**src/sv/npcm_pkg.sv**
```systemverilog
// Package for the nearest palette color mapper.
// Holds command codes, color and pipeline control types, and the squared difference function.
// Depends on nothing.
`default_nettype none

package npcm_pkg;

  localparam int unsigned CHAN_W  = 8;
  localparam int unsigned IDX_W   = 8;
  localparam int unsigned COUNT_W = 9;
  localparam int unsigned SQ_W    = 16;
  localparam int unsigned DIST_W  = 18;

  typedef enum logic [1:0] {
    CMD_LOAD_TGT = 2'd0,
    CMD_LOAD_SRC = 2'd1,
    CMD_CLEAR    = 2'd2,
    CMD_MAP      = 2'd3
  } cmd_e;

  typedef struct packed {
    logic [CHAN_W-1:0] red;
    logic [CHAN_W-1:0] green;
    logic [CHAN_W-1:0] blue;
  } rgb_t;

  typedef struct packed {
    logic             valid;
    logic             last;
    logic [IDX_W-1:0] idx;
  } ctl_t;

  function automatic logic [SQ_W-1:0] sq_diff(input logic [CHAN_W-1:0] a,
                                               input logic [CHAN_W-1:0] b);
    logic [CHAN_W-1:0] d;
    d = (a > b) ? (a - b) : (b - a);
    return SQ_W'(d) * SQ_W'(d);
  endfunction

endpackage

`default_nettype wire

```
**src/sv/npcm_dist.sv**
```systemverilog
// Two stage squared RGB distance unit shared by every entry of a palette scan.
// Depends on npcm_pkg.
`default_nettype none

module npcm_dist (
  input  wire logic            clk_i,
  input  wire logic            rst_ni,
  input  wire npcm_pkg::ctl_t  ctl_i,
  input  wire npcm_pkg::rgb_t  src_i,
  input  wire npcm_pkg::rgb_t  tgt_i,
  output      npcm_pkg::ctl_t  ctl_o,
  output      logic [17:0]     dist_o
);
  import npcm_pkg::*;

  ctl_t            ctl1_q;
  ctl_t            ctl2_q;
  logic [SQ_W-1:0] sq_r_q;
  logic [SQ_W-1:0] sq_g_q;
  logic [SQ_W-1:0] sq_b_q;
  logic [DIST_W-1:0] dist_q;

  always_ff @(posedge clk_i or negedge rst_ni) begin
    if (!rst_ni) begin
      ctl1_q <= '0;
      ctl2_q <= '0;
    end else begin
      ctl1_q <= ctl_i;
      ctl2_q <= ctl1_q;
    end
  end

  always_ff @(posedge clk_i) begin
    sq_r_q <= sq_diff(src_i.red, tgt_i.red);
    sq_g_q <= sq_diff(src_i.green, tgt_i.green);
    sq_b_q <= sq_diff(src_i.blue, tgt_i.blue);
    dist_q <= DIST_W'(sq_r_q) + DIST_W'(sq_g_q) + DIST_W'(sq_b_q);
  end

  assign ctl_o  = ctl2_q;
  assign dist_o = dist_q;

endmodule

`default_nettype wire

```
**config.mk**
```make
export PLATFORM = sky130hd
export DESIGN_NAME = npcm_dist
export DESIGN_NICKNAME = d
export VERILOG_FILES = /design/src/sv/npcm_pkg.sv /design/src/sv/npcm_dist.sv
export SDC_FILE = /design/constraint.sdc
export NUM_CORES = 1
export LEC_CHECK = 0
export BUFFER_PORTS_ARGS = -buffer_cell sky130_fd_sc_hd__buf_2
export CAP_MARGIN = 20
export CORE_ASPECT_RATIO = 1.2
export CORE_MARGIN = 5
export CORE_UTILIZATION = 30
export CTS_CLUSTER_DIAMETER = 100
export DETAILED_ROUTE_END_ITERATION = 16
export HOLD_SLACK_MARGIN = 0.12
export SLEW_MARGIN = 20
export SYNTH_ARGS = -nofsm -noshare
export SYNTH_HDL_FRONTEND = slang
export SYNTH_SLANG_ARGS = --single-unit
```
**constraint.sdc**
```tcl
create_clock -name clk_i -period 4.15 [get_ports clk_i]
set_input_delay 0.83 -clock clk_i [delete_from_list [all_inputs] [get_ports clk_i]]
set_output_delay 0.83 -clock clk_i [all_outputs]
set_load 0.05 [all_outputs]
```
==> key figures, run 1 <==
Outcome
  • Outcome: finished, violations left
  • Failing checks: setup timing

Hold path
  • Min-Delay Path Class: reg -> reg
  • Min-delay src: ctl1_q[3]$_DFF_PN0_

STA
  • Slew margin rel.: 56.5%
  • RSZ-0062 raised after global routing: yes
  • Setup violations, final: 36
  • Period utilization: 146%
  • Least-Margin Pin Slew: 0.646 ns
  • F_max: approximately 170 MHz
  • Worst Hold Slack: 0.346 ns
  • Max-slew violation count: 0
  • Worst Slack Setup Final: -1.90 ns
  • Layout Skew: a little over 0.005 ns
  • Min cycle time layout: roughly 6.1 ns
  • Final Hold Viols: 0

Critical path
  • WS Path Type: in -> reg
  • Crit. Startpoint: src_i[8]
  • Crit start category: input port
  • WP data required: 4.36 ns
  • Crit path max-delay cell type: fa_1
  • WP data arrival: 6.26 ns
  • R2R Path Start: sq_r_q[3]$_DFF_P_
  • CP Capture Type: flop
  • Critical path fanouts, max: 5
  • Largest incremental delay on the critical path: between 0.5 and 0.6 ns

Route
  • Drt first pass iters: 4
  • DRC Markers: 0
  • Vias: 7965
  • DRT iter0 DRCs: ~150
  • WL final: roughly 21000 um
  • Via-per-instance ratio: between 4 and 5
  • DR WL/cell: 11.7 um
  • Antenna Violating Nets Remaining: 0

Floorplanning
  • Die area: 0.0359 mm^2
  • Initial Utilization: approximately 30%
  • Std-Cell Core Area: 0.0320 mm^2
  • Io pins: 88
  • Die H: 207 um
  • Die Wd: about 170 um
  • # rows: 72

CTS
  • Root buf cell: clkbuf_16
  • Hold_buf cts: 0
  • CTS Buf Count: 9
  • Clock sinks: 83
  • Clock transition at the registers of the reported paths: 0.06 ns
  • H-tree Lvls: 3
  • CTS tree: done
  • Max clock buf depth: 2
  • Clock latency at the later pin of the worst-skew pair: 0.34 ns

Logic synthesis
  • Distinct cells, synth: 67
  • Post-synthesis register bit count: 83
  • Sequential area share after synthesis: 18.3%
  • Ys flop type: dfxtp_1
  • Post-synthesis cell count: roughly 1.0k
  • Number of synthesized flops with an enable pin: 0
  • Post-Syn Area: 0.00965 mm^2
  • Syn Area/Cell: 9.42 um^2
  • Share of synthesized registers carrying an async set or reset: 24.1%
  • Synthesis warning total: 0

Layout
  • N_diodes: 0
  • Design area: 0.0141 mm^2
  • Layout Cells excl Fill: 1785
  • Share of post-route cells with drive strength above 1: 42.2%
  • P&R area growth vs syn: 45.9%
  • Number of fill cells in the layout: 2988
  • Nets: between 1.5k and 2k

Placed design
  • Area after DPL: 0.0128 mm^2
  • GP Congestion: roughly 0.83
  • Buffers added on ports: 87
  • Placed Cells incl. Taps: 1739
  • Pre-CTS setup slack: -2.42 ns
  • Final HPWL DP: between 15000 and 20000 um

GRT
  • Vias in the first global route: 8280
  • Pin count of the biggest net entering global routing: 21
  • Total GRT Usage: 11.9%
  • Initial antenna violation count: 0
  • First-pass GRT wire length: 36600 um
  • Grt ovf: 0

Job
  • Max cap viols: 0
[layer usage]
| layer | routed length, um | vias to the layer above | global-route usage (%) |
|---|---|---|---|
| met3 | 614 | 19 | 1.59 |
| met1 | 8770 | 3837 | 14.5 |
| met5 | 0 | - | 0 |
| li1 | - | 4017 | - |
| met2 | 11200 | 92 | 22.5 |
| met4 | 216 | 0 | 2.60 |
[per-stage QoR]
stage	setup TNS (ns)	util, %
after global placement	-63.60	40.1
after detailed placement	-65.64	40.1
after CTS	-49.41	42.6
final	-47.86	44.0
after floorplan	-47.95	-
after global routing	-54.90	44.0
[repair_timing]
action,CTS,global route
setup endpoints to repair,36,36
pin swaps,98,84
gates resized for setup,77,78
buffers inserted,24,18
[layout by cell type (no fill, tap or decap), types with 9 or more instances in the layout]
cell	instances
nand2b_1	9
xnor2_1	38
nand2_1	21
ha_1	122
buf_2	84
nor2_1	78
nor3_1	9
xnor2_2	13
mux2i_4	9
inv_1	159
buf_6	34
dfxtp_1	63
clkbuf_16	9
nor2_2	9
o21ai_0	9
nand4_1	9
nor2_4	12
dfrtp_1	20
a21oi_2	12
or2_4	16
ha_4	22
fa_2	11
xor2_1	13
fa_1	86
inv_2	39
buf_4	231
a21oi_1	45
a21o_1	29
[registers in the layout, indices dropped and copies added, names as in the netlist]
signal and flops:
dist_o 18, ctl_o 10, sq_g_q 15, ctl1_q 10, sq_r_q 15, sq_b_q 15
[cells by family (layout without fill, tap and decap cells)]
logic type / count (synthesis) / count (layout) / share of synthesized area [%]
fa+ha+maj: 246 / 246 / 39.4
buf+inv: 222 / 573 / 9.11
simple gates: 206 / 206 / 10.7
compound gates: 172 / 172 / 12.5
flops: 83 / 83 / 18.3
xor+xnor: 76 / 76 / 7.75
mux: 19 / 19 / 2.27
other cells: 1 / 3 / 0.0388
[final timing paths]
kind / slack (ns) / cells past startpoint / endpoint
setup / recovery: -1.90 / 26 / sq_g_q[12]$_DFF_P_
hold / removal: 0.35 / 0 / ctl_o[3]$_DFF_PN0_
setup reg to reg: 1.21 / 9 / dist_o[14]$_DFF_P_
hold reg to reg: 0.35 / 0 / ctl_o[3]$_DFF_PN0_
max in group asynchronous: 3.44 / 1 / ctl1_q[2]$_DFF_PN0_
min in group asynchronous: 0.42 / 1 / ctl_o[4]$_DFF_PN0_
[worst max-delay path: cells and delay by family]
| kind | cells | cell delay (ns) |
|---|---|---|
| adder cells (fa/ha/maj) | 7 | 2.71 |
| AO/OA/AOI/OAI | 5 | 0.98 |
| AND/OR/NAND/NOR | 3 | 0.73 |
| buffers and inverters | 9 | 0.62 |
| multiplexers | 1 | 0.19 |
| XOR/XNOR | 1 | 0.17 |
[synth_stat cells (12+ instances only)]
| cell type | number | share of area [%] |
|---|---|---|
| dfxtp_1 | 63 | 13 |
| nand2_1 | 23 | 0.89 |
| dfrtp_1 | 20 | 5.2 |
| nor3_1 | 12 | 0.62 |
| ha_1 | 149 | 19 |
| fa_1 | 97 | 20 |
| a21oi_1 | 61 | 3.2 |
| xnor2_1 | 51 | 4.6 |
| mux2i_1 | 16 | 1.7 |
| nor2_1 | 93 | 3.6 |
| o21ai_0 | 17 | 0.88 |
| or2_2 | 15 | 0.97 |
| xor2_1 | 17 | 1.5 |
| inv_1 | 202 | 7.9 |
| a21o_1 | 29 | 2.3 |
[layout make-up]
cell class / count / area, um^2 / area share (%)
Sequential cell: 83 / 1760 / 12.5
Clock buffer: 12 / 246 / 1.75
Multi-Input combinational cell: 722 / 8020 / 57.0
Inverter: 203 / 805 / 5.71
Tap cell: 407 / 509 / 3.62
Clock inverter: 4 / 98.8 / 0.702
Timing Repair Buffer: 354 / 2640 / 18.7
Power of run 1 is left out: the tool's default activity adds up to more than one toggle a clock period on the data nets, which glitch-free logic cannot reach.
==> run 2, diff against run 1 <==
Settings changed: MAX_ROUTING_LAYER set to met4.
==> run 2 against run 1 <==
  * The run still ends with setup timing left
  * Design area is the same
  * Worst hold slack hardly changed
  * Critical path depth unchanged
  * Clock-buffer cell count unchanged
  * Routed wire length is 0.20% higher
  * Sequential share of layout area did not move
  * Flip-flop and latch count is the same
  * Global-route usage increased by 0.37 points
  * Worst setup slack improved by 0.00074 ns
  * Via count is 0.15% higher
==> key figures, run 2 (synthesis results as in run 1) <==
STA
  • Worst Slack Setup Final: -1.90 ns
  • Min cycle time layout: between 6 and 7 ns
  • Layout Skew: ~0.005 ns
  • Least-Margin Pin Slew: 0.647 ns
  • Setup TNS: -47.75 ns
  • Worst Hold Slack: 0.346 ns
  • RSZ-0062 raised after global routing: yes
  • F_max: 165 MHz
  • Slew margin rel.: a little under three fifths
  • Period utilization: 146%
  • Setup violations, final: 36
  • Max-slew violation count: 0
  • Final Hold Viols: 0

CTS
  • Hold_buf cts: 0
  • Root buf cell: clkbuf_16
  • CTS Buf Count: 9
  • CTS tree: done
  • Max clock buf depth: 2
  • Clock sinks: 83
  • Clock latency at the later pin of the worst-skew pair: ~0.34 ns
  • Clock transition at the registers of the reported paths: about 0.06 ns
  • H-tree Lvls: 3

Critical path
  • WP buf/inv: 9
  • R2R setup slack: 1.21 ns
  • Crit start category: input port
  • Reg2reg path depth: 9
  • CP top delay family: adder cells
  • Critical path fanouts, max: 5
  • Crit path max-delay cell type: fa_1
  • WP data required: 4.36 ns
  • Largest incremental delay on the critical path: 0.54 ns
  • WS Path Type: in -> reg
  • WP data arrival: 6.27 ns
  • CP Capture Type: flop
  • Reg-to-reg critical path endpoint: dist_o[14]$_DFF_P_
  • R2R Path Start: sq_r_q[3]$_DFF_P_

Placed design
  • GP Congestion: approximately 0.84
  • Area after DPL: 0.0128 mm^2
  • Pre-CTS setup slack: -2.42 ns
  • Buffers added on ports: 87
  • Final HPWL DP: 17500 um

Job
  • Max cap viols: 0

Floorplanning
  • Die area: 0.0359 mm^2
  • # rows: 72
  • Initial Utilization: 30.2%
  • Std-Cell Core Area: about 0.032 mm^2
  • Io pins: 88
  • Die Wd: around 170 um
  • Die H: 207 um

Hold path
  • Min-delay src: ctl1_q[3]$_DFF_PN0_
  • WHS Path Cells: 0
  • Min-Delay Path Class: reg -> reg
  • Hold endpoint: ctl_o[3]$_DFF_PN0_

Outcome
  • Failing checks: setup timing
  • Outcome: finished, violations left

Layout
  • Nets: 1679
  • Number of fill cells in the layout: 2988
  • Design area: 0.0141 mm^2
  • Most frequent cells in the layout: 231 x buf_4, 159 x inv_1, 122 x ha_1
  • Share of post-route cells with drive strength above 1: 42.2%
  • N_diodes: 0
  • P&R area growth vs syn: 45.9%
  • Most common cell after layout, fill and taps aside: buf_4
  • Max reg flops: 18

GRT
  • Initial antenna violation count: 0
  • Total GRT Usage: 12.3%
  • Vias in the first global route: 8277
  • Pin count of the biggest net entering global routing: 21
  • Grt ovf: 0
  • First-pass GRT wire length: roughly 37000 um

Route
  • Via-per-instance ratio: 4.47
  • DRT iter0 DRCs: 170
  • WL final: about 21000 um
  • DR WL/cell: 11.7 um
  • Vias: ~8.0k
  • Drt first pass iters: 4
  • Antenna Violating Nets Remaining: 0
  • DRC Markers: 0
[run 2: cell counts in the layout (fill, tap and decap cells not counted)]
Identical to the previous run, type by type.
[run 2: cell type report]
cell class              count  area [um^2]  area share (%)
clock buffers              12          246            1.75
clock inverters             4         98.8           0.702
inverters                 203          805            5.71
multi-input cells         722         8020            57.0
flip-flops and latches     83         1760            12.5
well taps                 407          509            3.62
repair buffers            354         2640            18.7
[run 2: how the worst max path moves through the flow]
stage / from / to / slack [ns] / cells past startpoint
6_report: src_i[8] / sq_g_q[12]$_DFF_P_ / -1.90 / 26
5_1_grt: src_i[8] / sq_g_q[12]$_DFF_P_ / -2.16 / 25
4_1_cts: src_i[8] / sq_g_q[12]$_DFF_P_ / -1.92 / 27
3_5_place_dp: src_i[8] / sq_g_q[12]$_DFF_P_ / -2.42 / 24
3_3_place_gp: src_i[8] / sq_g_q[12]$_DFF_P_ / -2.32 / 25
2_1_floorplan: src_i[8] / sq_g_q[12]$_DFF_P_ / -2.07 / 24
[run 2: metrics by stage]
stage / utilization (%) / instances
floorplan: - / 1027
global placement: 40.1 / 1739
detailed placement: 40.1 / 1739
CTS: 42.6 / 1772
global route: 44.0 / 1785
finish: 44.0 / 1785
[run 2: repair_timing]
item / 4_1_cts / 5_1_grt
resized for setup: 77 / 78
setup endpoints to repair: 36 / 36
pin swaps: 98 / 84
setup buffers: 24 / 18
gates cloned: 0 / 0
[run 2: per-layer routing]
| metal | part of all wire, % | GRT usage (%) | vias to the layer above |
|---|---|---|---|
| met5 | 0 | - | - |
| met4 | 1.3 | 2.60 | 0 |
| met3 | 2.9 | 1.56 | 25 |
| met2 | 54 | 22.5 | 93 |
| met1 | 42 | 14.6 | 3839 |
| li1 | - | - | 4020 |
Power of run 2 is left out for the same reason.
==> run 3, diff against run 2 <==
Settings changed: GPL_TIMING_DRIVEN set to 0.
==> run 3 against run 2 <==
  * The run still ends with setup timing left
  * Clock-buffer cell count fell by 1
  * Register-to-register slack better by 0.05 ns
  * Fmax fell by 3.0%
  * Worst setup slack got worse by 0.19 ns
  * Sequential share of layout area up 0.79 points
  * Critical path depth decreased by 1
  * Non-clock buffer count down 131
  * Critical endpoint unchanged
==> key figures, run 3 (synthesis results as in run 1) <==
CTS
  • Max clock buf depth: 2
  • CTS tree: done
  • Clock sinks: 83
  • Root buf cell: clkbuf_16
  • H-tree Lvls: 3
  • Clock latency at the later pin of the worst-skew pair: 0.34 ns
  • Clock transition at the registers of the reported paths: approximately 0.06 ns
  • CTS Buf Count: 9

Critical path
  • R2R Path Start: sq_r_q[3]$_DFF_P_
  • CP Capture Type: flop
  • WS Path Type: in -> reg
  • WP data arrival: ~6.5 ns
  • Critical path fanouts, max: 6
  • R2R setup slack: 1.26 ns
  • WP data required: 4.36 ns
  • Reg-to-reg critical path endpoint: dist_o[16]$_DFF_P_
  • Crit start category: input port
  • Reg2reg path depth: 9

STA
  • Setup violations, final: 36
  • Layout Skew: 0.00969 ns
  • Setup TNS: -48.69 ns
  • Period utilization: 150%
  • Min cycle time layout: approximately 6.2 ns
  • F_max: approximately 160 MHz
  • Final Hold Viols: 0
  • Least-Margin Pin Slew: 0.625 ns
  • Slew margin rel.: 57.9%
  • Max-slew violation count: 0
  • Worst Slack Setup Final: -2.09 ns
  • RSZ-0062 raised after global routing: yes

Hold path
  • WHS Path Cells: 0
  • Min-Delay Path Class: reg -> reg
  • Hold endpoint: ctl_o[9]$_DFF_PN0_
  • Min-delay src: ctl1_q[9]$_DFF_PN0_

GRT
  • Gr busiest metal: met2
  • Vias in the first global route: 7918
  • Grt ovf: 0
  • Initial antenna violation count: 0
  • Met3 GRT Util: 1.59%
  • First-pass GRT wire length: 34700 um
  • Pin count of the biggest net entering global routing: 21
  • Total GRT Usage: a little under an eighth
  • Met1 Usage GRT: 13.3%
  • Met2 Usage GRT: 21.5%

Layout
  • Nets: 1548
  • Most common cell after layout, fill and taps aside: inv_1
  • N_diodes: 0
  • Design area: ~0.013 mm^2
  • Number of fill cells in the layout: 2997
  • Share of post-route cells with drive strength above 1: 38.2%
  • Max reg flops: 18
  • Layout Utilization: 41.4%
  • Most frequent cells in the layout: 159 x inv_1, 115 x ha_1, 98 x buf_4
  • P&R area growth vs syn: 37.2%

Floorplanning
  • # rows: 72
  • Die H: 207 um
  • Initial Utilization: 30.2%
  • Die area: 0.0359 mm^2
  • Std-Cell Core Area: 0.0320 mm^2
  • Die Wd: 174 um
  • Io pins: 88

Placed design
  • Buffers added on ports: 87
  • Area after DPL: 0.0111 mm^2
  • Final HPWL DP: roughly 16000 um
  • Pre-CTS setup slack: -2.73 ns
  • GP Congestion: 0.835

Route
  • Vias: roughly 7.5k
  • Antenna Violating Nets Remaining: 0
  • DRT iter0 DRCs: about 200
  • DRC Markers: 0
  • Drt first pass iters: 4
  • WL final: 20100 um
  • DR WL/cell: 12.2 um
  • Via-per-instance ratio: 4.52

Job
  • Max cap viols: 0

Outcome
  • Outcome: finished, violations left
  • Failing checks: setup timing
## run 3: cell type report
type	instances	area (um^2)	share of cell area (%)
multi-input combinational	722	8230	62.2
sequential	83	1760	13.3
timing repair buffer	206	1510	11.4
inverter	203	812	6.13
tap	407	509	3.84
clock buffer	11	233	1.76
buffer	17	154	1.16
clock inverter	5	31.3	0.236
## run 3: metrics by stage
stage	hold WS, ns	instances
after floorplan	0.331	1027
after global placement	0.331	1521
after detailed placement	0.335	1521
after CTS	0.350	1625
after global routing	0.356	1654
final	0.348	1654
## run 3: worst max path at each step
stage	from	end	slack, ns	cells after the start
2_1_floorplan	src_i[8]	sq_g_q[12]$_DFF_P_	-2.07	24
3_3_place_gp	src_i[8]	sq_g_q[12]$_DFF_P_	-2.69	25
3_5_place_dp	src_i[8]	sq_g_q[12]$_DFF_P_	-2.73	25
4_1_cts	src_i[8]	sq_g_q[12]$_DFF_P_	-2.11	25
5_1_grt	src_i[8]	sq_g_q[12]$_DFF_P_	-2.28	26
6_report	src_i[8]	sq_g_q[12]$_DFF_P_	-2.09	25
## run 3: timing repair
action	CTS	global route
hold buffers	0	0
endpoints found under the setup margin	36	37
resized for setup	101	100
buffers inserted	90	32
pin swaps	99	78
## run 3: worst max-delay path, cell delays in order
cell and delay, ns:
buf_12 0.11, inv_12 0.04, ha_4 0.12, inv_2 0.04, fa_2 0.36, a21o_1 0.22
a221oi_4 0.35, a21oi_4 0.17, buf_6 0.16, mux2i_4 0.18, xnor2_2 0.17, buf_4 0.16
or2_4 0.24, fa_1 0.49, inv_2 0.05, fa_1 0.47, fa_1 0.50, inv_1 0.05
fa_1 0.50, inv_2 0.05, ha_4 0.15, or2_4 0.25, o22ai_4 0.17, nor4b_1 0.08
or4b_4 0.54
## run 3: per-layer routing
layer | wire, um | part of all wire (%)
met1 | 8640 | 43
met3 | 535 | 2.7
met5 | 0 | 0
met2 | 10700 | 53
met4 | 319 | 1.6
Power of run 3 is left out for the same reason.
